--- src/hw/rtl/ltbe_pkg.sv ---
package ltbe_pkg;

    // Geometry and configuration
    localparam int DEFAULT_MAX_WIDTH = 1024;
    localparam int FRAME_WIDTH_W     = 11;
    localparam int FRAME_HEIGHT_W    = 12;
    localparam int THRESHOLD_W       = 8;
    localparam int CFG_INDEX_W       = 2;
    localparam int CFG_DATA_W        = 12;
    localparam int ROW_W             = 13;   // rows 0 .. height+1

    localparam logic [FRAME_WIDTH_W-1:0]  RESET_FRAME_WIDTH    = 11'd780;
    localparam logic [FRAME_HEIGHT_W-1:0] RESET_FRAME_HEIGHT   = 12'd1052;
    localparam logic [THRESHOLD_W-1:0]    RESET_LUMA_THRESHOLD = 8'd60;

    // Luminance weights over 65536
    localparam int WEIGHT_RED   = 13933;
    localparam int WEIGHT_GREEN = 46871;
    localparam int WEIGHT_BLUE  = 4732;

    typedef enum logic [CFG_INDEX_W-1:0] {
        REG_FRAME_WIDTH    = 2'd0,
        REG_FRAME_HEIGHT   = 2'd1,
        REG_LUMA_THRESHOLD = 2'd2
    } reg_index_t;

    // What an accepted transaction does once it reaches the window
    typedef enum logic [1:0] {
        OP_NONE,    // ignored transaction, no result
        OP_PIXEL,   // pixel inside the frame
        OP_DRAIN,   // flush tick over the replicated bottom row
        OP_LAST     // flush tick giving the final result of the frame
    } op_t;

    typedef struct packed {
        logic       req_type;
        logic [7:0] red;
        logic [7:0] green;
        logic [7:0] blue;
    } pixel_in_t;

    typedef struct packed {
        logic edge_pixel;
        logic end_of_frame;
    } result_t;

    // Position information carried with a transaction
    typedef struct packed {
        op_t  op;
        logic col_zero;
        logic col_one;
        logic row_one;
        logic row_ge1;
        logic row_ge2;
    } stage_flags_t;

endpackage

--- src/hw/rtl/ltbe_line_store.sv ---
module ltbe_line_store #(
    parameter int MAX_WIDTH = 1024,
    parameter int AW        = 10
) (
    input  logic          clk,
    input  logic          rd_en,
    input  logic [AW-1:0] rd_addr,
    output logic [1:0]    rd_data,
    input  logic          wr_en,
    input  logic [AW-1:0] wr_addr,
    input  logic [1:0]    wr_data
);

    // bit 1: upper row, bit 0: middle row
    logic [1:0] mem [MAX_WIDTH];
    logic [1:0] rd_data_reg;

    always_ff @(posedge clk)
    begin
        if (wr_en)
        begin
            mem[wr_addr] <= wr_data;
        end
    end

    always_ff @(posedge clk)
    begin
        if (rd_en)
        begin
            rd_data_reg <= mem[rd_addr];
        end
    end

    assign rd_data = rd_data_reg;

endmodule

--- src/hw/rtl/ltbe_luma.sv ---
module ltbe_luma (
    input  logic       clk,
    input  logic       load,
    input  logic [7:0] red,
    input  logic [7:0] green,
    input  logic [7:0] blue,
    input  logic [7:0] threshold,
    output logic       white
);

    import ltbe_pkg::*;

    logic [21:0] red_prod_reg;
    logic [23:0] green_prod_reg;
    logic [20:0] blue_prod_reg;
    logic [21:0] red_prod_next;
    logic [23:0] green_prod_next;
    logic [20:0] blue_prod_next;
    logic [23:0] luma_sum;

    // Weighted components, registered with the transaction
    always_comb
    begin
        red_prod_next   = 22'(red)   * 22'(WEIGHT_RED);
        green_prod_next = 24'(green) * 24'(WEIGHT_GREEN);
        blue_prod_next  = 21'(blue)  * 21'(WEIGHT_BLUE);
    end

    always_ff @(posedge clk)
    begin
        if (load)
        begin
            red_prod_reg   <= red_prod_next;
            green_prod_reg <= green_prod_next;
            blue_prod_reg  <= blue_prod_next;
        end
    end

    // Sum never exceeds 255 * 65536, so 24 bits hold it
    always_comb
    begin
        luma_sum = 24'(red_prod_reg) + green_prod_reg + 24'(blue_prod_reg);
        white    = (luma_sum > {threshold, 16'h0000});
    end

endmodule

--- src/hw/rtl/ltbe_window.sv ---
module ltbe_window (
    input  logic                   clk,
    input  logic                   rst_n,
    input  logic                   advance,
    input  ltbe_pkg::stage_flags_t flags,
    input  logic                   upper,
    input  logic                   middle,
    input  logic                   white,
    output logic                   has_result,
    output logic                   edge_pixel,
    output logic                   store_wr_en,
    output logic [1:0]             store_wr_data
);

    import ltbe_pkg::*;

    // Two newest columns: [2:0] newest, [5:3] previous; bit 0 top, bit 2 bottom
    logic [5:0] window_reg;
    logic [5:0] window_next;
    logic [2:0] column;
    logic [2:0] left;
    logic       border_edge;
    logic       inner_edge;

    function automatic logic judge(input logic [2:0] l, input logic [2:0] c,
                                   input logic [2:0] r);
        logic all_white;
        all_white = (&l) & (&c) & (&r);
        return all_white ? 1'b0 : c[1];
    endfunction

    // Column entering the window
    always_comb
    begin
        if (flags.op == OP_PIXEL)
        begin
            column = {white, middle, (flags.row_one ? middle : upper)};
        end
        else
        begin
            column = {middle, middle, upper};
        end
    end

    // Right border uses the window before the push, inner pixels after it
    always_comb
    begin
        left        = flags.col_one ? window_reg[2:0] : window_reg[5:3];
        border_edge = judge(window_reg[5:3], window_reg[2:0], window_reg[2:0]);
        inner_edge  = judge(left, window_reg[2:0], column);
    end

    always_comb
    begin
        has_result  = 1'b0;
        window_next = window_reg;
        unique case (flags.op)
            OP_NONE:
            begin
                has_result = 1'b0;
            end
            OP_PIXEL:
            begin
                has_result  = flags.col_zero ? flags.row_ge2 : flags.row_ge1;
                window_next = {window_reg[2:0], column};
            end
            OP_DRAIN:
            begin
                has_result  = 1'b1;
                window_next = {window_reg[2:0], column};
            end
            OP_LAST:
            begin
                has_result  = 1'b1;
                window_next = '0;
            end
            default:
            begin
                has_result = 1'b0;
            end
        endcase
        edge_pixel = (flags.col_zero || flags.op == OP_LAST) ? border_edge : inner_edge;
    end

    // Line store update: middle row moves up, new bit becomes middle
    assign store_wr_en   = advance && (flags.op == OP_PIXEL);
    assign store_wr_data = {middle, white};

    always_ff @(posedge clk or negedge rst_n)
    begin
        if (!rst_n)
        begin
            window_reg <= '0;
        end
        else if (advance)
        begin
            window_reg <= window_next;
        end
    end

endmodule

--- src/hw/rtl/luma_threshold_boundary_extract_unit.sv ---
// Stage A holds a transaction, its result is registered as it leaves; in stream terms
// the result for a pixel comes with the transaction frame_width+1 later.
// Throughput: one transaction per cycle while the output accepts, set by the line store
// with separate read and write ports, read at acceptance, written as stage A moves on.
// Reset: configuration returns to its defaults, counters and window clear; the line
// store is not cleared, the first row of a frame writes it and what it reads never
// reaches a result.
module luma_threshold_boundary_extract_unit #(
    parameter int MAX_WIDTH = ltbe_pkg::DEFAULT_MAX_WIDTH
) (
    input  logic                                clk,
    input  logic                                rst_n,
    input  logic                                cfg_write_en,
    input  logic [ltbe_pkg::CFG_INDEX_W-1:0]    cfg_index,
    input  logic [ltbe_pkg::CFG_DATA_W-1:0]     cfg_data,
    input  logic                                in_valid,
    output logic                                in_ready,
    input  ltbe_pkg::pixel_in_t                 in_data,
    output logic                                out_valid,
    input  logic                                out_ready,
    output ltbe_pkg::result_t                   out_data
);

    import ltbe_pkg::*;

    localparam int AW = (MAX_WIDTH > 1) ? $clog2(MAX_WIDTH) : 1;
    localparam int CW = $clog2(MAX_WIDTH + 1);
    localparam int XW = (CW > FRAME_WIDTH_W) ? CW : FRAME_WIDTH_W;

    // Configuration registers
    logic [FRAME_WIDTH_W-1:0]  frame_width_reg;
    logic [FRAME_HEIGHT_W-1:0] frame_height_reg;
    logic [THRESHOLD_W-1:0]    luma_threshold_reg;

    // Frame position of the next transaction
    logic [CW-1:0]    col_reg;
    logic [CW-1:0]    col_next;
    logic [ROW_W-1:0] row_reg;
    logic [ROW_W-1:0] row_next;

    // Stage holding the transaction while the line store read completes
    logic         valid_a_reg;
    logic         valid_a_next;
    stage_flags_t flags_a_reg;
    stage_flags_t flags_next;
    logic [AW-1:0] addr_a_reg;

    logic          out_valid_reg;
    logic          out_valid_next;
    result_t       out_data_reg;

    logic [XW-1:0]    width_x;
    logic [CW-1:0]    eff_width;
    logic [ROW_W-1:0] eff_height;
    logic [CW-1:0]    col_inc;
    logic             in_accept;
    logic             a_move;
    logic             out_slot_free;
    logic             has_result;
    logic             edge_pixel;
    logic             white;
    logic [1:0]       store_rd_data;
    logic             store_wr_en;
    logic [1:0]       store_wr_data;

    // Clamped frame sizes
    always_comb
    begin
        width_x = XW'(frame_width_reg);
        priority if (width_x < XW'(3))
        begin
            width_x = XW'(3);
        end
        else if (width_x > XW'(MAX_WIDTH))
        begin
            width_x = XW'(MAX_WIDTH);
        end
        eff_width  = CW'(width_x);
        eff_height = (frame_height_reg < FRAME_HEIGHT_W'(3)) ? ROW_W'(3)
                                                            : ROW_W'(frame_height_reg);
    end

    // Handshake: the stage moves on when it has no result or the output slot frees
    assign out_slot_free = !out_valid_reg || out_ready;
    assign a_move        = valid_a_reg && (!has_result || out_slot_free);
    assign in_ready      = !valid_a_reg || a_move;
    assign in_accept     = in_valid && in_ready;

    // Classify the incoming transaction against the frame position
    always_comb
    begin
        flags_next.col_zero = (col_reg == '0);
        flags_next.col_one  = (col_reg == CW'(1));
        flags_next.row_one  = (row_reg == ROW_W'(1));
        flags_next.row_ge1  = (row_reg >= ROW_W'(1));
        flags_next.row_ge2  = (row_reg >= ROW_W'(2));
        priority if (!in_data.req_type && (row_reg < eff_height))
        begin
            flags_next.op = OP_PIXEL;
        end
        else if (in_data.req_type && (row_reg == eff_height))
        begin
            flags_next.op = OP_DRAIN;
        end
        else if (in_data.req_type && (row_reg > eff_height))
        begin
            flags_next.op = OP_LAST;
        end
        else
        begin
            flags_next.op = OP_NONE;
        end
    end

    // Position update at acceptance
    always_comb
    begin
        col_inc  = col_reg + CW'(1);
        col_next = col_reg;
        row_next = row_reg;
        if (in_accept)
        begin
            unique case (flags_next.op)
                OP_NONE:
                begin
                    col_next = col_reg;
                end
                OP_LAST:
                begin
                    col_next = '0;
                    row_next = '0;
                end
                OP_PIXEL, OP_DRAIN:
                begin
                    if (col_inc >= eff_width)
                    begin
                        col_next = '0;
                        row_next = row_reg + ROW_W'(1);
                    end
                    else
                    begin
                        col_next = col_inc;
                    end
                end
                default:
                begin
                    col_next = col_reg;
                end
            endcase
        end
    end

    always_comb
    begin
        valid_a_next = valid_a_reg;
        if (in_accept)
        begin
            valid_a_next = 1'b1;
        end
        else if (a_move)
        begin
            valid_a_next = 1'b0;
        end

        out_valid_next = out_valid_reg;
        if (a_move && has_result)
        begin
            out_valid_next = 1'b1;
        end
        else if (out_ready)
        begin
            out_valid_next = 1'b0;
        end
    end

    // Control state
    always_ff @(posedge clk or negedge rst_n)
    begin
        if (!rst_n)
        begin
            frame_width_reg    <= RESET_FRAME_WIDTH;
            frame_height_reg   <= RESET_FRAME_HEIGHT;
            luma_threshold_reg <= RESET_LUMA_THRESHOLD;
            col_reg            <= '0;
            row_reg            <= '0;
            valid_a_reg        <= 1'b0;
            out_valid_reg      <= 1'b0;
        end
        else
        begin
            if (cfg_write_en)
            begin
                unique case (cfg_index)
                    REG_FRAME_WIDTH:
                    begin
                        frame_width_reg <= cfg_data[FRAME_WIDTH_W-1:0];
                    end
                    REG_FRAME_HEIGHT:
                    begin
                        frame_height_reg <= cfg_data[FRAME_HEIGHT_W-1:0];
                    end
                    REG_LUMA_THRESHOLD:
                    begin
                        luma_threshold_reg <= cfg_data[THRESHOLD_W-1:0];
                    end
                    default:
                    begin
                        frame_width_reg <= frame_width_reg;
                    end
                endcase
            end
            col_reg       <= col_next;
            row_reg       <= row_next;
            valid_a_reg   <= valid_a_next;
            out_valid_reg <= out_valid_next;
        end
    end

    // Payload registers
    always_ff @(posedge clk)
    begin
        if (in_accept)
        begin
            flags_a_reg <= flags_next;
            addr_a_reg  <= col_reg[AW-1:0];
        end
        if (a_move && has_result)
        begin
            out_data_reg.edge_pixel   <= edge_pixel;
            out_data_reg.end_of_frame <= (flags_a_reg.op == OP_LAST);
        end
    end

    ltbe_line_store #(
        .MAX_WIDTH (MAX_WIDTH),
        .AW        (AW)
    ) u_line_store (
        .clk     (clk),
        .rd_en   (in_accept),
        .rd_addr (col_reg[AW-1:0]),
        .rd_data (store_rd_data),
        .wr_en   (store_wr_en),
        .wr_addr (addr_a_reg),
        .wr_data (store_wr_data)
    );

    ltbe_luma u_luma (
        .clk       (clk),
        .load      (in_accept),
        .red       (in_data.red),
        .green     (in_data.green),
        .blue      (in_data.blue),
        .threshold (luma_threshold_reg),
        .white     (white)
    );

    ltbe_window u_window (
        .clk           (clk),
        .rst_n         (rst_n),
        .advance       (a_move),
        .flags         (flags_a_reg),
        .upper         (store_rd_data[1]),
        .middle        (store_rd_data[0]),
        .white         (white),
        .has_result    (has_result),
        .edge_pixel    (edge_pixel),
        .store_wr_en   (store_wr_en),
        .store_wr_data (store_wr_data)
    );

    assign out_valid = out_valid_reg;
    assign out_data  = out_data_reg;

endmodule

--- config.mk ---
export PLATFORM = sky130hd
export DESIGN_NAME = luma_threshold_boundary_extract_unit
export DESIGN_NICKNAME = d
export VERILOG_FILES = /design/src/hw/rtl/ltbe_pkg.sv /design/src/hw/rtl/ltbe_line_store.sv /design/src/hw/rtl/ltbe_luma.sv /design/src/hw/rtl/ltbe_window.sv /design/src/hw/rtl/luma_threshold_boundary_extract_unit.sv
export SDC_FILE = /design/constraint.sdc
export NUM_CORES = 2
export LEC_CHECK = 0
export ABC_AREA = 1
export BUFFER_PORTS_ARGS = -buffer_cell sky130_fd_sc_hd__buf_2
export CAP_MARGIN = 40
export CORE_ASPECT_RATIO = 1.2
export CORE_UTILIZATION = 50
export DETAILED_ROUTE_END_ITERATION = 16
export PLACE_DENSITY = 0.68
export SLEW_MARGIN = 15
export SYNTH_ARGS = -nofsm -noshare
export SYNTH_HDL_FRONTEND = slang
export SYNTH_SLANG_ARGS = --single-unit
--- constraint.sdc ---
create_clock -name clk -period 22.9 [get_ports clk]
set_input_delay 4.58 -clock clk [delete_from_list [all_inputs] [get_ports clk]]
set_output_delay 4.58 -clock clk [all_outputs]
set_load 0.02 [all_outputs]
**Word level (Yosys, flattened, before mapping)**

Memory sizes are Yosys's and may differ from the RTL's. A register that Yosys moved wholly into a read port is not among the register bits.
Cells that the tools add are included.

- RAM bits: 2048
- Memories: 1
- Logic and storage cells: 115
- Register bits: 147

Memory list:

| memory | words | width | rd ports | clocked after Yosys merged registers in | wr ports | RTL line | RTL |
|---|---|---|---|---|---|---|---|
| u_line_store.mem | 1024 | 2 | 1 | 1 | 1 | ltbe_line_store.sv:15 | `logic [1:0] mem [MAX_WIDTH];` |

- Order comparisons: 9
- Bitwise gates (word level): 5
- Add/sub/neg operators: 4
- Reductions and logical operators: 36
- Equal/unequal tests: 12
- $mul: 3
- Mux-type cells: 25

Operators by type and width:

| cell | number |
|---|---|
| $mux W11 | 3 |
| $pmux W13 S2 | 1 |
| $add A22 B24 Y24 | 1 |
| $add A24 B21 Y24 | 1 |
| $gt A24 B24 Y1 | 1 |
| $mul A8 B16 Y24 const B | 1 |
| $mul A8 B14 Y22 const B | 1 |
| $pmux W11 S2 | 1 |
| $mul A8 B11 Y19 const B | 1 |
| $reduce_and A3 Y1 | 5 |
| $add A13 B1 Y13 const B | 1 |
| $eq A13 B1 Y1 const B | 1 |
| $eq A13 B12 Y1 | 1 |
| $ge A13 B1 Y1 const B | 1 |
| $ge A13 B2 Y1 const B | 1 |
| $gt A13 B12 Y1 | 1 |
| $lt A13 B12 Y1 | 1 |
| $mux W13 | 1 |
| $lt A12 B2 Y1 const B | 1 |
| $mux W12 | 1 |
| $pmux W6 S2 | 1 |
| $add A11 B1 Y11 const B | 1 |
| $eq A11 B1 Y1 const B | 1 |
| $ge A11 B11 Y1 | 1 |
| 19 further kinds | 64 |

**Depth between registers and ports, before layout**

- Depth in word-level cells: 11
- Depth in mapped cells: 29
- Depth with buffers taken out: 29

**By module**

Synthesis repeated with hierarchy kept, for this count alone.

- Cell total of the unflattened synthesis: 9725
- Area total of the unflattened synthesis: 101917.7 µm²

Modules (own cells, without submodules):

| module | seq. area each (µm²) | instances | cells each | area an instance (µm²) |
|---|---|---|---|---|
| ltbe_line_store | 61559.0 | 1 | 7976 | 86973.4 |
| ltbe_luma | 1951.9 | 1 | 1158 | 10211.0 |
| luma_threshold_boundary_extract_unit | 2011.9 | 1 | 537 | 4351.7 |
| ltbe_window | 150.1 | 1 | 54 | 381.6 |

**Worst setup path before layout**

Ideal clock, no wire load.

- Path kind: register -> register
- Start point: reg u_luma.blue_prod_reg[3]
- End point: mem u_line_store.mem[0][0] (data pin)
- Path slack: 4125 ps
- Library setup time: 2885 ps
- Data arrival time: 15890 ps
- Required time: 20015 ps
- Cell stages (with the launch flop): 25
- Clock period less this slack: 18775 ps
- Path buffers: 0
- Cell sequence: edfxtp_1 fa_1 ha_1 nand2_1 nand3_1 nand2_1 nand2_1 nand2_1 nand2_1 a31oi_1 o21ai_0 nand3_1 nand2_1 xor2_1 ha_1 nand2_1 nor2_1 nand3_1 nor2_1 nand2_1 nor2_1 nand3b_1 nor2_1 nand4_1 and2_1

- Word-level cells in the longest chain between the ends: 2

RTL lines:

| item | RTL line | RTL |
|---|---|---|
| start, declared | ltbe_luma.sv:15 | `logic [20:0] blue_prod_reg;` |
| start signal, assigned | ltbe_luma.sv:35 | `blue_prod_reg <= blue_prod_next;` |
| $add A24 B21 Y24 | ltbe_luma.sv:42 | `luma_sum = 24'(red_prod_reg) + green_prod_reg + 24'(blue_prod_reg);` |
| $gt A24 B24 Y1 | ltbe_luma.sv:43 | `white = (luma_sum > {threshold, 16'h0000});` |
| via u_luma.white | ltbe_luma.sv:8 | `output logic white` |
| end, declared | ltbe_line_store.sv:15 |  |

The timed path passes the listed nets, and every way through them passes these cells.

**Worst setup path after layout**

- Start point: in out_ready
- End point: out in_ready

- Word-level cells in the longest chain between the ends: 4

RTL lines:

| item | RTL line | RTL |
|---|---|---|
| start, declared | luma_threshold_boundary_extract_unit.sv:20 | `input logic out_ready,` |
| $logic_or A1 B1 Y1 | luma_threshold_boundary_extract_unit.sv:84 | `assign out_slot_free = !out_valid_reg \|\| out_ready;` |
| $logic_or A1 B1 Y1 | luma_threshold_boundary_extract_unit.sv:85 | `assign a_move = valid_a_reg && (!has_result \|\| out_slot_free);` |
| $logic_and A1 B1 Y1 | luma_threshold_boundary_extract_unit.sv:85 |  |
| $logic_or A1 B1 Y1 | luma_threshold_boundary_extract_unit.sv:86 | `assign in_ready = !valid_a_reg \|\| a_move;` |
| end, declared | luma_threshold_boundary_extract_unit.sv:17 | `output logic in_ready,` |

Every way passes these cells.

==> results.ini <==
[run_status]
status=finished, final reports clean

[flow_run]
cap_violations=0

[timing]
timing.final.max_slew_violations=0
period_share_pct=42.5
fin_ws_ns=13.17
hold_viol_final=0
relSlewSlack_pct=22.2
finalSetupViolCount=0
min_period_ns=9.73
max_freq_mhz=103
finClkSkew_ns=0.0295
whs_ns=0.492
grt_setup_unrepaired=false
tns_ns=0
tightestPinTransition_ns=1.17

[setup_path]
crit_top_cell=buf_2
crit_required_ns=18.32
cp_max_fo=3
slowest_stage=buf_2
reg2reg_from=u_luma.blue_prod_reg[3]
arrival_ns=5.15
path_depth=4
reg2reg_depth=28
end_kind=primary output
crit_family=buffers and inverters
cp_cell_sequence=buf_2 -> nor2_1 -> nand3_1 -> buf_2
worstSetupPathType=primary input to primary output
max_stage_delay_ns=0.19
cp_num_buf_inv=2
rr_endpoint=u_line_store.mem[585][0]
critPathLaunchType=primary input
rrSetupSlack_ns=15.91

[floorplan]
start_util_pct=50.3
die_h_um=500
std_cell_rows=182
die-area_um2=208000
core_area_um2=205000
die_w_um=417
ios=48

[cts]
clkTransAtPathRegs_ns=0.06
cts.sinks=2197
postCtsSetupBuffers=0
cts-root-buf=clkbuf_16
hold_buffers=0
cts_buffer_depth=3
cts_max_level=4
ctsResizeCount=0
cts_buffers=204
cts_tree=yes
clk_latency_ns=0.87

[cells_and_area]
final_core_util_pct=55.0
drive_above_1_share_pct=5.55
area_delta_synth_final_pct=9.20
layout.nets=10454
largest_reg_flops=2048
stdcell_area_um2=113000

[logic_synthesis]
yosysSeqAreaShare_pct=63.7
synth_nets=10670
ys_ff_latch=2197
synth_edf_count=2134
ys_async_sr_fraction_pct=2.87
syn_avg_cell_area_um2=10.0
synthCells=10303
ys_types=49
synth_ff_type=edfxtp_1
ys_warn_count=0
synth_area_um2=103000

[placement]
place.detailed.hpwl_um=157000
gp_congestion=0.881
place_ws_ns=13.18
place_area_um2=106000
port_buffers=47

[global_route]
grt_start_max_net_pins=242
overflow=0
gr-usage-met1_pct=32.5
grt_use_met2_pct=45.1
grt.busiest_layer=met2
antenna_found_initial=6
track_usage_pct=26.2
met3_usage_pct=3.99
grt_pass1_wl_um=415000
first_global_vias=72043

[detailed_routing]
route.detailed.vias_per_inst=5.62
vias=72551
first_pass_iters=5
drc=0
ant_nets=0
routed_wl_um=274000
drt_iter0_drc=7938
routedWlPerCell_um=21.2

[power]
power.density_nw_per_um2=145
internal-power_uw=10100
p_comb_share_pct=36.9
leakage_uw=0.0426
switching_power_uw=6210
power_frac_clock_pct=20.2
ir_worst_vdd_v=0.000494
swShare_pct=38.1
p_seq_share_pct=42.8

[hold_path]
hold_depth=2
hp-class=flip-flop to flip-flop
hold_start=luma_threshold_reg[5]
min_to=luma_threshold_reg[5]

==> worst min-delay path, cell delays in order, from the launching register on <==
cell,delay [ns]
dfstp_2,0.37
nand2_1,0.05
o21ai_0,0.07
==> cells by family after synthesis <==
kind of cell / synth area share [%]
xor+xnor: 0.645
buf+inv: 5.61
compound gates: 5.42
simple gates: 20.0
fa+ha+maj: 4.66
flops: 63.7
mux: 0.0303
==> per-layer routing <==
layer / vias up / wire length, um
li1: 33689 / -
met5: - / 12
met3: 645 / 23500
met2: 2920 / 134000
met4: 2 / 13200
met1: 35295 / 103000
==> per-stage QoR <==
stage / instances / power (uW)
detailed placement: 12540 / 13000
CTS: 12906 / 16300
floorplan: 10303 / 9460
finish: 12917 / 16300
global placement: 12490 / 12900
global route: 12916 / 17200
==> synthesized netlist by cell type, types with 7 or more instances <==
library cell / n / area, um^2
buf_6: 19 / 214
nor3_1: 35 / 175
o21ai_0: 647 / 3240
xnor2_1: 19 / 166
buf_1: 53 / 199
o211ai_1: 102 / 766
o21bai_1: 7 / 52.6
nand2_1: 2263 / 8490
nor2_1: 2293 / 8610
buf_2: 138 / 691
o21ai_1: 73 / 365
dfrtp_1: 51 / 1280
o22ai_1: 15 / 93.8
or2_2: 7 / 43.8
clkbuf_1: 391 / 1470
dfstp_2: 12 / 315
inv_1: 797 / 2990
fa_1: 102 / 2040
a21oi_1: 158 / 791
nor4_1: 8 / 50.1
buf_4: 26 / 195
ha_1: 221 / 2770
xor2_1: 57 / 499
o31ai_1: 14 / 105
edfxtp_1: 2134 / 64100
nand4_1: 18 / 113
nand3_1: 592 / 2960
==> worst max path at each step <==
stage	startpoint	end	slack, ns
floorplan	u_luma.blue_prod_reg[3]	u_line_store.mem[0][0]	4.13
global placement	out_ready	in_ready	13.17
detailed placement	out_ready	in_ready	13.18
CTS	out_ready	in_ready	13.18
global route	out_ready	in_ready	13.14
finish	out_ready	in_ready	13.17
==> cells in the final DEF, fill, tap and decap left out, types with 7 or more instances in the layout <==
master / instances
clkinv_2: 37
inv_6: 7
nand4_1: 18
nand2_4: 22
o31ai_1: 14
o21bai_1: 7
clkinv_1: 46
nor2_1: 2288
fa_1: 102
clkbuf_1: 42
nand3_1: 592
o21ai_0: 647
o22ai_1: 15
buf_12: 30
bufinv_16: 15
o211ai_1: 102
o21ai_1: 73
nand2_1: 2230
buf_8: 13
dfrtp_1: 45
xor2_1: 57
edfxtp_1: 2134
inv_1: 793
nand2_2: 11
buf_2: 53
nor4_1: 8
nor3_1: 29
dfstp_2: 12
buf_4: 89
ha_1: 221
buf_16: 16
clkbuf_16: 210
or2_2: 7
xnor2_1: 19
a21oi_1: 158
clkinvlp_4: 9
==> power by group through the flow <==
stage                     sequential, uW  combinational (uW)  clock [uW]
after floorplan                     6460                3000           0
after global placement              7080                5790           0
after detailed placement            7070                5920           0
after CTS                           6990                5950        3330
after global routing                6990                6690        3480
final                               6990                6020        3300
==> cell type report <==
class	instances	area [um^2]
tap	2668	3340
timing repair buffer	205	2210
clock inverter	114	992
sequential	2197	65700
inverter	805	3050
antenna	2	5.00
fill	17500	92300
clock buffer	252	5410
multi-input combinational	6674	32000
Note: power is estimated with default switching activity, not from simulation.
